==> src/hw/rtl/per_sensor_time_of_day_rebuild_defines.svh <==
// Assertion macros for the time of day rebuild block.
// Each macro expects signals clk and arst_n in the scope where it is used.
`ifndef PER_SENSOR_TIME_OF_DAY_REBUILD_DEFINES_SVH
`define PER_SENSOR_TIME_OF_DAY_REBUILD_DEFINES_SVH

// Check that an expression holds at every clock edge out of reset.
`ifndef SYNTH
`define PTOD_CHECK(lbl, expr) \
	lbl: assert property (@(posedge clk) disable iff (!arst_n) (expr)) \
		else $error("ptod check failed");
`else
`define PTOD_CHECK(lbl, expr)
`endif

// Check that a trigger is followed by a consequence.
`ifndef SYNTH
`define PTOD_IMPLY(lbl, trig, cons) \
	lbl: assert property (@(posedge clk) disable iff (!arst_n) (trig) |-> cons) \
		else $error("ptod implication failed");
`else
`define PTOD_IMPLY(lbl, trig, cons)
`endif

`endif

==> src/hw/rtl/ptod_pkg.sv <==
package ptod_pkg;

	localparam int TOD_W        = 24;
	localparam int IDX_W        = 16;
	localparam int SENSORS      = 1 << IDX_W;
	localparam int PERIOD_SHIFT = 16;
	localparam int ENTRY_W      = TOD_W + 1;

	localparam logic [TOD_W-1:0] DAY_RESET = 24'd11059200;

	// queue between front and back
	localparam int QDEPTH = 4;
	localparam int QAW    = $clog2(QDEPTH);

	// input opcodes
	localparam logic [1:0] OP_REF      = 2'd0;
	localparam logic [1:0] OP_TRUNC    = 2'd1;
	localparam logic [1:0] OP_NO_TRUNC = 2'd2;

	// result status codes
	localparam logic [2:0] ST_REBUILT   = 3'd0;
	localparam logic [2:0] ST_FROM_LAST = 3'd1;
	localparam logic [2:0] ST_CLR_RANGE = 3'd2;
	localparam logic [2:0] ST_CLR_NOREF = 3'd3;
	localparam logic [2:0] ST_UNCHANGED = 3'd4;
	localparam logic [2:0] ST_STORED    = 3'd5;
	localparam logic [2:0] ST_REJECTED  = 3'd6;

	// work class decided by the front
	typedef enum logic [2:0] {
		K_STORE   = 3'd0,
		K_REJECT  = 3'd1,
		K_REBUILD = 3'd2,
		K_LAST    = 3'd3,
		K_NOP     = 3'd4
	} kind_t;

	typedef struct packed {
		kind_t             kind;
		logic [IDX_W-1:0]  idx;
		logic [TOD_W-1:0]  tval;
	} qent_t;

	typedef struct packed {
		logic empty;
		logic full;
	} qstat_t;

endpackage

==> src/hw/rtl/ptod_front.sv <==
module ptod_front import ptod_pkg::*; (
	input  logic             clk,
	input  logic             arst_n,
	input  logic             start,
	input  logic [1:0]       opcode,
	input  logic [7:0]       sac,
	input  logic [7:0]       sic,
	input  logic [TOD_W-1:0] time_value,
	input  logic             cfg_we,
	input  logic [TOD_W-1:0] cfg_wdata,
	input  logic             clearing,
	input  qstat_t           qstat,
	output logic             busy,
	output logic             push,
	output qent_t            push_data,
	output logic [TOD_W-1:0] day_limit
);

	logic [TOD_W-1:0] day_limit_q;
	kind_t            kind;

	// hold the day limit register
	always_ff @(posedge clk or negedge arst_n) begin
		if (!arst_n) begin
			day_limit_q <= DAY_RESET;
		end else if (cfg_we) begin
			day_limit_q <= cfg_wdata;
		end
	end

	// classify the incoming beat; reject late references here
	always_comb begin
		case (opcode)
			OP_REF:      kind = (time_value > day_limit_q) ? K_REJECT : K_STORE;
			OP_TRUNC:    kind = K_REBUILD;
			OP_NO_TRUNC: kind = K_LAST;
			default:     kind = K_NOP;
		endcase
	end

	// stall while the table is cleared or the queue is full
	assign busy = clearing | qstat.full;
	assign push = start & ~busy;

	assign push_data.kind = kind;
	assign push_data.idx  = {sac, sic};
	assign push_data.tval = time_value;
	assign day_limit      = day_limit_q;

endmodule

==> config.mk <==
export PLATFORM = sky130hd
export DESIGN_NAME = ptod_front
export DESIGN_NICKNAME = d
export VERILOG_FILES = /design/src/hw/rtl/per_sensor_time_of_day_rebuild_defines.svh /design/src/hw/rtl/ptod_pkg.sv /design/src/hw/rtl/ptod_front.sv
export SDC_FILE = /design/constraint.sdc
export NUM_CORES = 1
export LEC_CHECK = 0
export BUFFER_PORTS_ARGS = -buffer_cell sky130_fd_sc_hd__clkbuf_2
export CORE_MARGIN = 8
export CORE_UTILIZATION = 28
export CTS_BUF_LIST = sky130_fd_sc_hd__clkbuf_4
export CTS_CLUSTER_DIAMETER = 200
export CTS_CLUSTER_SIZE = 20
export DETAILED_ROUTE_END_ITERATION = 7
export PLACE_DENSITY = 0.62
export SYNTH_ARGS = -nofsm -noshare
export SYNTH_HDL_FRONTEND = slang
export SYNTH_SLANG_ARGS = --single-unit
==> constraint.sdc <==
create_clock -name clk -period 5.1 [get_ports clk]
set_clock_uncertainty 0.05 [all_clocks]
set_input_delay 1.02 -clock clk [delete_from_list [all_inputs] [get_ports clk]]
set_output_delay 1.02 -clock clk [all_outputs]
set_load 0.01 [all_outputs]
==> run summary <==
Starting DRT DRC Count: 12
CTS tree: built
Peak VDD IR: 126 uV
TritonCTS Buffers: 3
Worst slew pin tran: 0.801 ns
Worst Setup Path Type: input port to output port
# port buffers: 108
Netlist cell types: 27
Setup TNS: 0 ns
Nets: 379
Rows: 29
Antenna fix cells: 0
Initial core utilization: 28.7%
Worst-path clk slew: 0.15 ns
Synth Net Count: 311
Total grt overflow: 0
Fin Hold WS: 0.476 ns
FILL cells: 679
Sequential area share after synthesis: 33.5%
Mapped cell area: 0.00181 sq mm
Crit path max fanout: 3
Detail Route Antenna Nets: 0
DR vias: 1530
First-pass GRT wire length: 7090 um
Core area: 0.00631 sq mm
Synth Register Bits: 24
# hold bufs at CTS: 0
Max clock buf depth: 2
Layout cells sized above 1: 43.7%
Final GP Congestion: 0.742
Crit end category: output port
Post-Syn Instances: 212
Status: finished clean
Avg Synthesized Cell Area: 8.55 sq um
Final setup vio count: 0
Total global-route track usage: 9.56%
Ys async rst share: 100%
P per Cell Area: 239 mW/mm^2
RSZ-0062 raised after global routing: false
Die area: 0.00931 sq mm
Wire per inst: 13.2 um
I/O Pins: 142
CTS Root Cell: clkbuf_4
PostCTS Resize Cnt: 0
Clock Latency Late Sink: 0.32 ns
Slew Limit Fails: 0
Post-CTS Setup Bufs: 0
Max reg flops: 24
Hold Vio Cnt, Final: 0
TritonRoute pass-1 iters: 3
CP arrival: 2.48 ns
Synth warn: 0
Final Core Density: 34.6%
CTS sink count: 24
Vias in the first global route: 1586
Number of synthesized flops with an enable pin: 0
Routed wire length: 4700 um
Initial antenna violation count: 0
CP startpoint kind: input port
Hold Path Class: flip-flop to flip-flop
Layout area overhead: 20.4%
HPWL Detailed: 4070 um
Crit path time final: 3.55 ns
DIE HEIGHT: 96.5 um
MaxCap Viol Count: 0
Max Freq: 282 MHz
P_leak: 1.24 nW
Data required, critical path: 4.03 ns
Die width: 96.5 um
Via-to-Cell Ratio: 4.30
Slew HR: 46.6%
Pin count of the biggest net entering global routing: 48
H-tree levels: 1
Top_reg_cell synth: dfrtp_1
Residual DRC: 0
Part of the cycle the worst path needs: 69.5%
## power by group
group          leakage, nW  internal (mW)  switching, mW
clock network       0.0279         0.0794         0.0662
registers            0.283          0.210        0.00864
logic                0.934         0.0685         0.0885
## layout make-up
class,instances,area [sq um],share of cell area (%)
clock buffer,3,22.5,1.03
clock inverter,1,30.0,1.38
inverter,28,105,4.82
multi-input combinational,115,781,35.8
sequential,24,607,27.8
tap,77,96.3,4.42
timing repair buffer,108,541,24.8
## worst paths after layout
| path | cells after the start | from | to | slack (ns) |
|---|---|---|---|---|
| hold / removal | 2 | day_limit[23] | day_limit[23] | 0.48 |
| setup / recovery | 7 | time_value[19] | push_data[40] | 1.55 |
| min in group asynchronous | 1 | arst_n | day_limit[2] | 0.64 |
| hold reg to reg | 2 | day_limit[23] | day_limit[23] | 0.48 |
| max in group asynchronous | 1 | arst_n | day_limit[8] | 3.95 |
| setup reg to reg | 2 | day_limit[21] | day_limit[21] | 4.19 |
## through the flow
| step | area (sq um) | worst slack (ns) | instances | power (mW) |
|---|---|---|---|---|
| 3_3_place_gp | 2130 | 1.54 | 352 | 0.380 |
| 5_1_grt | 2180 | 1.41 | 356 | 0.560 |
| 6_report | 2180 | 1.55 | 356 | 0.521 |
| 2_1_floorplan | 1810 | 1.92 | 212 | 0.333 |
| 4_1_cts | 2180 | 1.53 | 356 | 0.538 |
| 3_5_place_dp | 2130 | 1.53 | 352 | 0.384 |
## Yosys cell counts (3+ instances only)
| cell | n | area (sq um) |
|---|---|---|
| buf_4 | 40 | 300 |
| clkbuf_1 | 3 | 11.3 |
| dfstp_2 | 5 | 131 |
| o21ai_0 | 26 | 130 |
| a21oi_1 | 11 | 55.1 |
| inv_1 | 28 | 105 |
| ha_1 | 26 | 325 |
| dfrtp_1 | 19 | 475 |
| nand2_1 | 29 | 109 |
| nand4_1 | 5 | 31.3 |
| nor2_1 | 4 | 15.0 |
## layout by cell type, fill, tap and decap left out
master,count
clkbuf_2,108
nand2_1,29
inv_1,28
o21ai_0,26
ha_1,26
dfrtp_1,19
a21oi_1,11
nand4_1,5
dfstp_2,5
nor2_1,4
clkbuf_4,3
nand4_2,1
nor3_1,1
a21oi_2,1
a2111oi_0,1
o211a_1,1
nor2b_1,1
o211ai_1,1
nand3_1,1
a21boi_0,1
nor4_2,1
o31ai_1,1
a31oi_1,1
or2_2,1
mux2_2,1
bufinv_16,1
## cells by family after synthesis
kind of cell	synth area share, %
adders and majority gates	17.9
AOI/OAI and AO/OA	13.3
muxes	0.621
buffers and inverters	23.5
and+or+nand+nor	11.2
DFF	33.5
## critical path, cell delays in order
cell      delay (ns)
clkbuf_2        0.09
ha_1            0.31
nand4_1         0.20
nor4_2          0.37
o31ai_1         0.14
a21oi_1         0.17
clkbuf_2        0.16
## layer usage
layer	track usage, %	vias to the layer above	share of wire, %
li1	-	798	-
met1	11.7	668	41
met2	16.2	56	49
met3	2.55	8	9.3
met4	2.40	0	0.68
met5	0	-	0
No activity file was read; power rests on OpenSTA's default activity.
