[src/hw/rtl/per_sensor_time_of_day_rebuild_defines.svh]
// Assertion macros for the time of day rebuild block.
// Each macro expects signals clk and arst_n in the scope where it is used.
`ifndef PER_SENSOR_TIME_OF_DAY_REBUILD_DEFINES_SVH
`define PER_SENSOR_TIME_OF_DAY_REBUILD_DEFINES_SVH

// Check that an expression holds at every clock edge out of reset.
`ifndef SYNTH
`define PTOD_CHECK(lbl, expr) \
	lbl: assert property (@(posedge clk) disable iff (!arst_n) (expr)) \
		else $error("ptod check failed");
`else
`define PTOD_CHECK(lbl, expr)
`endif

// Check that a trigger is followed by a consequence.
`ifndef SYNTH
`define PTOD_IMPLY(lbl, trig, cons) \
	lbl: assert property (@(posedge clk) disable iff (!arst_n) (trig) |-> cons) \
		else $error("ptod implication failed");
`else
`define PTOD_IMPLY(lbl, trig, cons)
`endif

`endif

[src/hw/rtl/ptod_pkg.sv]
package ptod_pkg;

	localparam int TOD_W        = 24;
	localparam int IDX_W        = 16;
	localparam int SENSORS      = 1 << IDX_W;
	localparam int PERIOD_SHIFT = 16;
	localparam int ENTRY_W      = TOD_W + 1;

	localparam logic [TOD_W-1:0] DAY_RESET = 24'd11059200;

	// queue between front and back
	localparam int QDEPTH = 4;
	localparam int QAW    = $clog2(QDEPTH);

	// input opcodes
	localparam logic [1:0] OP_REF      = 2'd0;
	localparam logic [1:0] OP_TRUNC    = 2'd1;
	localparam logic [1:0] OP_NO_TRUNC = 2'd2;

	// result status codes
	localparam logic [2:0] ST_REBUILT   = 3'd0;
	localparam logic [2:0] ST_FROM_LAST = 3'd1;
	localparam logic [2:0] ST_CLR_RANGE = 3'd2;
	localparam logic [2:0] ST_CLR_NOREF = 3'd3;
	localparam logic [2:0] ST_UNCHANGED = 3'd4;
	localparam logic [2:0] ST_STORED    = 3'd5;
	localparam logic [2:0] ST_REJECTED  = 3'd6;

	// work class decided by the front
	typedef enum logic [2:0] {
		K_STORE   = 3'd0,
		K_REJECT  = 3'd1,
		K_REBUILD = 3'd2,
		K_LAST    = 3'd3,
		K_NOP     = 3'd4
	} kind_t;

	typedef struct packed {
		kind_t             kind;
		logic [IDX_W-1:0]  idx;
		logic [TOD_W-1:0]  tval;
	} qent_t;

	typedef struct packed {
		logic empty;
		logic full;
	} qstat_t;

endpackage

[src/hw/rtl/ptod_queue.sv]
module ptod_queue import ptod_pkg::*; (
	input  logic      clk,
	input  logic      arst_n,
	input  logic      push,
	input  qent_t     push_data,
	input  logic      pop,
	output qent_t     head,
	output qstat_t    qstat,
	output logic [QAW:0] count
);

	qent_t          slot_q [QDEPTH];
	logic [QAW-1:0] wr_ptr_q;
	logic [QAW-1:0] rd_ptr_q;
	logic [QAW:0]   count_q;

	// store pushed beats
	always_ff @(posedge clk) begin
		if (push) begin
			slot_q[wr_ptr_q] <= push_data;
		end
	end

	// advance pointers and occupancy
	always_ff @(posedge clk or negedge arst_n) begin
		if (!arst_n) begin
			wr_ptr_q <= '0;
			rd_ptr_q <= '0;
			count_q  <= '0;
		end else begin
			if (push) begin
				wr_ptr_q <= wr_ptr_q + 1'b1;
			end
			if (pop) begin
				rd_ptr_q <= rd_ptr_q + 1'b1;
			end
			case ({push, pop})
				2'b10:   count_q <= count_q + 1'b1;
				2'b01:   count_q <= count_q - 1'b1;
				default: count_q <= count_q;
			endcase
		end
	end

	assign head        = slot_q[rd_ptr_q];
	assign qstat.empty = (count_q == '0);
	assign qstat.full  = (count_q == (QAW+1)'(QDEPTH));
	assign count       = count_q;

endmodule

[config.mk]
export PLATFORM = sky130hd
export DESIGN_NAME = ptod_queue
export DESIGN_NICKNAME = d
export VERILOG_FILES = /design/src/hw/rtl/per_sensor_time_of_day_rebuild_defines.svh /design/src/hw/rtl/ptod_pkg.sv /design/src/hw/rtl/ptod_queue.sv
export SDC_FILE = /design/constraint.sdc
export NUM_CORES = 1
export LEC_CHECK = 0
export BUFFER_PORTS_ARGS = -buffer_cell sky130_fd_sc_hd__buf_2
export CAP_MARGIN = 20
export CORE_MARGIN = 10
export CORE_UTILIZATION = 25
export CTS_BUF_LIST = sky130_fd_sc_hd__clkbuf_4
export DETAILED_ROUTE_END_ITERATION = 10
export PLACE_DENSITY = 0.52
export SLEW_MARGIN = 40
export SYNTH_ARGS = -nofsm -noshare
export SYNTH_HDL_FRONTEND = slang
export SYNTH_SLANG_ARGS = --single-unit
export TNS_END_PERCENT = 1
[constraint.sdc]
create_clock -name clk -period 2.2 [get_ports clk]
set_input_delay 0.66 -clock clk [delete_from_list [all_inputs] [get_ports clk]]
set_output_delay 0.66 -clock clk [all_outputs]
set_load 0.02 [all_outputs]
==> results.cfg, run 1 <==
[cells_and_area]
area_growth_pct = 23.7
final_area_um2 = 8240
layout-drive-gt1-share_pct = 49.5
stdcell_count = 737
num-fill-cells = 2578
num_antenna_cells = 0
fin_nets = 442

[clock_network]
cts_root_buf = clkbuf_4
clkSlewWorstSetupHoldPaths_ns = 0.16
cts_tree = built
cts_htree_levels = 4
cts_sinks = 179
clock_path_buffers = 2
clock_latency_ns = 0.56
cts_buffers = 17

[die]
start_util_pct = 25.5
dieWidth_um = 183
core_area_um2 = 26100
die_h_um = 183
num_rows = 59
ioPinCount = 95
dieArea_um2 = 33600

[synth]
synth_top_area_share_pct = 77.5
ys_ff_latch = 179
netlist_area_um2 = 6660
synthMostInstantiatedCell = edfxtp_1
ys_top_cells_by_count = 172 x edfxtp_1, 38 x mux4_2, 7 x dfrtp_1
synth_edf_count = 172
ys_async_sr_fraction_pct = 3.91
ys.flop_type = edfxtp_1
syn_inst = 262
synth-warning-count = 0
avgSynthCellArea_um2 = 25.4
synth_top_area_cell = edfxtp_1
synth_area_leaders = edfxtp_1 78%, mux4_2 13%, dfrtp_1 2.6%
ys_seq_area_share_pct = 80.2
synth_fp_nets = 315
netlist-cell-type-count = 18

[critical_path]
cp_data_arrival_time_ns = 2.03
end_kind = primary output
path_class = flip-flop to primary output
path_max_fanout = 6
worstPathRequired_ns = 1.54
worst_setup_path_start_kind = flip-flop

[power]
p_switching_mw = 3.65
combPwrFrac_pct = 40.2
p_seq_share_pct = 42.2
ir_worst_vdd_uv = 637
p_clk_share_pct = 17.6
power_density_nw_per_um2 = 1340
intPower_mw = 7.41
power.share.switching_pct = 33.0
p_leak_nw = 2.82

[placed_design]
portBuffers = 94
placedCellCount = 695
routabilityCongestion = 0.679
placed_cell_area_um2 = 7650
dp_hpwl_mm = 8.93

[grt]
grtUsageTotal_pct = 8.73
grt_pass1_wl_mm = 21.5
grt_max_degree = 30
grt_pass1_vias = 3518
overflow = 0
antenna_found_initial = 2

[timing]
timing.final.crit_period_ns = 2.69
holdWs_ns = 0.303
fin_crit_sh_pct = 122
maxSlewHeadroom_pct = 80.9
rsz0062_at_grt = true
setup_violations = 43
clock.fmax_ghz = 0.371
skew_ns = 0.0261
final_hold_viol_count = 0
fin_ws_ns = -0.495
slew_violations = 0
worstMarginPinSlew_ns = 0.287

[outcome]
status = complete, but fails checks
violations = negative setup slack

[detailed_routing]
drt_iter0_drc = 125
vias = 3067
drc = 0
via_per_inst = 4.16
routed_wl_mm = 14.2
first_pass_iters = 4
wl_per_cell_um = 19.2
ant_nets = 0

[worst_hold_path]
hp-class = input pin to flip-flop

[job]
cap_viol_max_count = 0
timing repair:
item,4_1_cts,5_1_grt
buffers inserted,6,0
setup endpoints to repair,43,44
hold buffers,1,0
resized for setup,30,21
hold endpoints to repair,7,0
gates cloned,3,0
cells by family (layout without fill, tap and decap cells):
logic type,count (synthesis),after routing,synth area share (%)
DFF,179,179,80.2
muxes,43,43,14.8
buffers and inverters,16,156,2.08
and+or+nand+nor,10,10,0.770
adders and majority gates,6,6,1.24
xor gates and xnor gates,6,6,0.789
AOI/OAI and AO/OA,2,2,0.150
stage by stage:
| step | setup TNS, ns | worst slack, ns | utilization (%) | power, mW |
|---|---|---|---|---|
| 2_1_floorplan | 0 | 0.0969 | - | 7.24 |
| 3_3_place_gp | 0 | 0.0951 | 29.3 | 8.53 |
| 3_5_place_dp | 0 | 0.0842 | 29.3 | 8.61 |
| 4_1_cts | -23.63 | -0.583 | 31.3 | 11.2 |
| 5_1_grt | -26.62 | -0.659 | 31.5 | 11.7 |
| 6_report | -19.64 | -0.495 | 31.5 | 11.1 |
cell type report:
type	count	area (um^2)	share of cell area, %
sequential	179	5350	64.9
multi-input combinational	67	1170	14.2
timing repair buffer	118	978	11.9
tap	335	419	5.09
clock inverter	15	179	2.17
clock buffer	17	128	1.55
inverter	6	22.5	0.273
worst max-delay path: stages, from the launching register on:
cell and delay, ns:
dfrtp_4 0.53, buf_12 0.14, buf_12 0.12, mux4_2 0.54, buf_6 0.16
power by group through the flow:
stage / combinational [mW] / clock, mW / sequential [mW]
floorplan: 2.54 / 0 / 4.70
global placement: 3.82 / 0 / 4.71
detailed placement: 3.85 / 0 / 4.76
CTS: 4.47 / 2.06 / 4.67
global route: 4.81 / 2.21 / 4.72
finish: 4.45 / 1.94 / 4.66
per-layer routing:
layer / part of all wire, % / track usage [%] / up-vias
met2: 54 / 15.2 / 70
li1: - / - / 1355
met4: 1.0 / 2.59 / 4
met3: 5.5 / 3.46 / 13
met1: 40 / 9.59 / 1625
met5: 0.13 / 0 / -
cell usage in the layout (no fill, tap or decap), drive strengths merged:
cell         instances
edfxtp             172
buf                117
mux4                43
clkbuf              17
inv                 10
dfrtp                7
clkinv               6
ha                   5
and2                 4
xor2                 4
nand2                3
bufinv               3
o21ai                2
xnor2                2
clkinvlp             2
and3                 1
nor3                 1
nor2                 1
fa                   1
dlygate4sd3          1
registers in the layout, indices dropped and copies added, names as in the netlist:
name      cells
rd_ptr_q      2
slot_q      172
wr_ptr_q      2
count         3
path summary, 6_finish.rpt:
check | startpoint | endpoint | slack (ns) | cells past startpoint
max in group asynchronous | arst_n | rd_ptr_q[0] | 1.54 | 2
worst min register to register | wr_ptr_q[0] | wr_ptr_q[0] | 0.54 | 1
min in group asynchronous | arst_n | count[0] | 0.45 | 2
worst min-delay path | push_data[23] | slot_q[3][23] | 0.30 | 1
worst max register to register | count[0] | count[2] | 0.79 | 5
worst max-delay path | rd_ptr_q[0] | head[41] | -0.49 | 4
Note: power is estimated with default switching activity, not from simulation.
==> run 2, diff against run 1 <==
Settings changed: ABC_AREA from default to 1, CORE_MARGIN 10 to 1.5, PLACE_DENSITY 0.52 to 0.51.
==> results.cfg, run 2 <==
[cells_and_area]
area_growth_pct = 21.0
stdcell_count = 1052
layout-drive-gt1-share_pct = 23.4
final_common_cell = edfxtp_1
fin_nets = 711
final_cell_mix = 172 x edfxtp_1, 140 x nand2_1, 95 x inv_1
largest-register = slot_q
final_area_um2 = 8710
largest_reg_flops = 172

[synth]
synth_top_area_cell = edfxtp_1
ys_async_sr_fraction_pct = 3.91
synth_fp_nets = 603
ys_top_cells_by_count = 172 x edfxtp_1, 140 x nand2_1, 99 x inv_1
synth_area_leaders = edfxtp_1 72%, o211ai_1 9.0%, nand2_1 7.3%
synthMostInstantiatedCell = edfxtp_1
netlist_area_um2 = 7200
synth_top_area_share_pct = 71.8
ys_seq_area_share_pct = 74.2
ys.flop_type = edfxtp_1
netlist-cell-type-count = 17
syn_inst = 550
ys_ff_latch = 179
synth-warning-count = 0
avgSynthCellArea_um2 = 13.1
synth_edf_count = 172

[critical_path]
cpMostUsedCell = buf_12
cp_data_arrival_time_ns = 1.83
worstPathRequired_ns = 1.54
worst_setup_path_start_kind = flip-flop
path_max_fanout = 44
end_kind = primary output
slowest_delay_ns = 0.51
cpMaxStageDelayCell = dfrtp_4
path_cells = buf_12 -> buf_12 -> o211ai_1 -> nand2_1 -> buf_2
r2r_cells = 5
path_class = flip-flop to primary output

[grt]
grt_pass1_wl_mm = 23.6
antenna_found_initial = 3
grt_pass1_vias = 4220
grt_max_degree = 46
overflow = 0
grtUsageTotal_pct = 10.4

[detailed_routing]
via_per_inst = 4.01
met2_length_mm = 7.54
routed_wl_mm = 15.1
ant_nets = 0
first_pass_iters = 4
met1_length_mm = 6.90
wl_per_cell_um = 14.4
dr.max_layer_used = met4
drc = 0
vias = 4214
wl_met3_um = 499
drt_iter0_drc = 235

[outcome]
status = complete, but fails checks
violations = negative setup slack

[clock_network]
cts_sinks = 179
clock_latency_ns = 0.56
clock_path_buffers = 2
cts_root_buf = clkbuf_4
cts_htree_levels = 4
cts_tree = built
cts_buffers = 17
clkSlewWorstSetupHoldPaths_ns = 0.17

[worst_hold_path]
holdPathStages = 1
hp-class = input pin to flip-flop

[timing]
setup_violations = 43
skew_ns = 0.0334
slew_violations = 0
clock.fmax_ghz = 0.401
worstMarginPinSlew_ns = 0.342
final_hold_viol_count = 0
fin_tns_setup_ns = -10.98
rsz0062_at_grt = true
holdWs_ns = 0.302
fin_crit_sh_pct = 113
timing.final.crit_period_ns = 2.49
maxSlewHeadroom_pct = 77.2
fin_ws_ns = -0.294

[power]
ir_worst_vdd_uv = 431
p_total_mw = 11.6
p_leak_nw = 3.45
power_density_nw_per_um2 = 1330

[die]
num_rows = 61
dieArea_um2 = 29800
start_util_pct = 25.6
ioPinCount = 95
dieWidth_um = 173
core_area_um2 = 28100
die_h_um = 173

[placed_design]
routabilityCongestion = 0.657
dp_hpwl_mm = 9.42
portBuffers = 94
placedCellCount = 1011
placed_cell_area_um2 = 8250

[job]
cap_viol_max_count = 0
run 2: cell count changes in the layout (fill, tap and decap cells not counted), moves of 3 or more:
cell / before / now
buf_16: 3 / 0
inv_1: 4 / 95
buf_6: 20 / 6
and2_2: 4 / 0
o211ai_1: 0 / 86
diode_2: 0 / 3
mux4_2: 43 / 0
buf_2: 73 / 86
nand2_1: 3 / 140
clkbuf_4: 17 / 21
run 2: final timing paths:
kind / startpoint / end / slack [ns]
worst max-delay path: rd_ptr_q[0] / head[6] / -0.29
max in group asynchronous: arst_n / rd_ptr_q[0] / 1.53
worst min register to register: count[0] / count[0] / 0.52
min in group asynchronous: arst_n / wr_ptr_q[1] / 0.44
worst min-delay path: push_data[6] / slot_q[1][6] / 0.30
worst max register to register: wr_ptr_q[0] / slot_q[0][19] / 0.51
run 2: repair_timing:
action | in CTS | in global routing
pin swaps | 20 | 31
gates cloned | 0 | 1
buffers inserted | 2 | 2
endpoints found under the setup margin | 43 | 44
hold buffers | 1 | 0
resized for setup | 4 | 13
endpoints found under the hold margin | 7 | 0
run 2: cells by family (layout without fill, tap and decap cells):
| logic type | count (synthesis) | count (layout) | synth area share (%) |
|---|---|---|---|
| and+or+nand+nor | 144 | 144 | 7.60 |
| AOI/OAI and AO/OA | 88 | 88 | 9.11 |
| buffers and inverters | 129 | 250 | 7.44 |
| other | 0 | 3 | 0 |
| xor gates and xnor gates | 4 | 4 | 0.487 |
| adders and majority gates | 6 | 6 | 1.15 |
| DFF | 179 | 179 | 74.2 |
run 2: cell type report:
| cell class | instances | area, um^2 |
|---|---|---|
| multi-input cells | 242 | 1320 |
| fillers | 2897 | 19400 |
| well taps | 378 | 473 |
| clock buffers | 20 | 150 |
| flip-flops and latches | 179 | 5350 |
| inverters | 100 | 379 |
| diodes | 3 | 7.51 |
| repair buffers | 118 | 851 |
| clock inverters | 12 | 183 |
run 2: critical path, delay by kind of cell, from the launching register on:
kind                   cells  cell delay, ns
AO/OA/AOI/OAI              1            0.18
AND/OR/NAND/NOR            1            0.10
buffers and inverters      3            0.50
flip-flops                 1            0.51
run 2: report_power, final:
group          total, mW  internal (mW)  leakage, nW  switching [mW]
Sequential          4.65           4.46         1.66           0.186
Clock               2.11          0.949        0.170            1.16
Combinational       4.83           1.72         1.62            3.11
run 2: stage by stage:
| stage | worst slack, ns | util [%] |
|---|---|---|
| after detailed placement | 0.196 | 29.4 |
| after floorplan | -0.00650 | - |
| final | -0.294 | 31.0 |
| after global placement | 0.188 | 29.4 |
| after global routing | -0.422 | 31.0 |
| after CTS | -0.372 | 30.7 |
run 2: layer usage:
layer,global-route usage [%],vias to the layer above
met3,2.37,12
met2,18.2,69
met5,0,-
li1,-,2120
met4,3.59,0
met1,12.6,2013
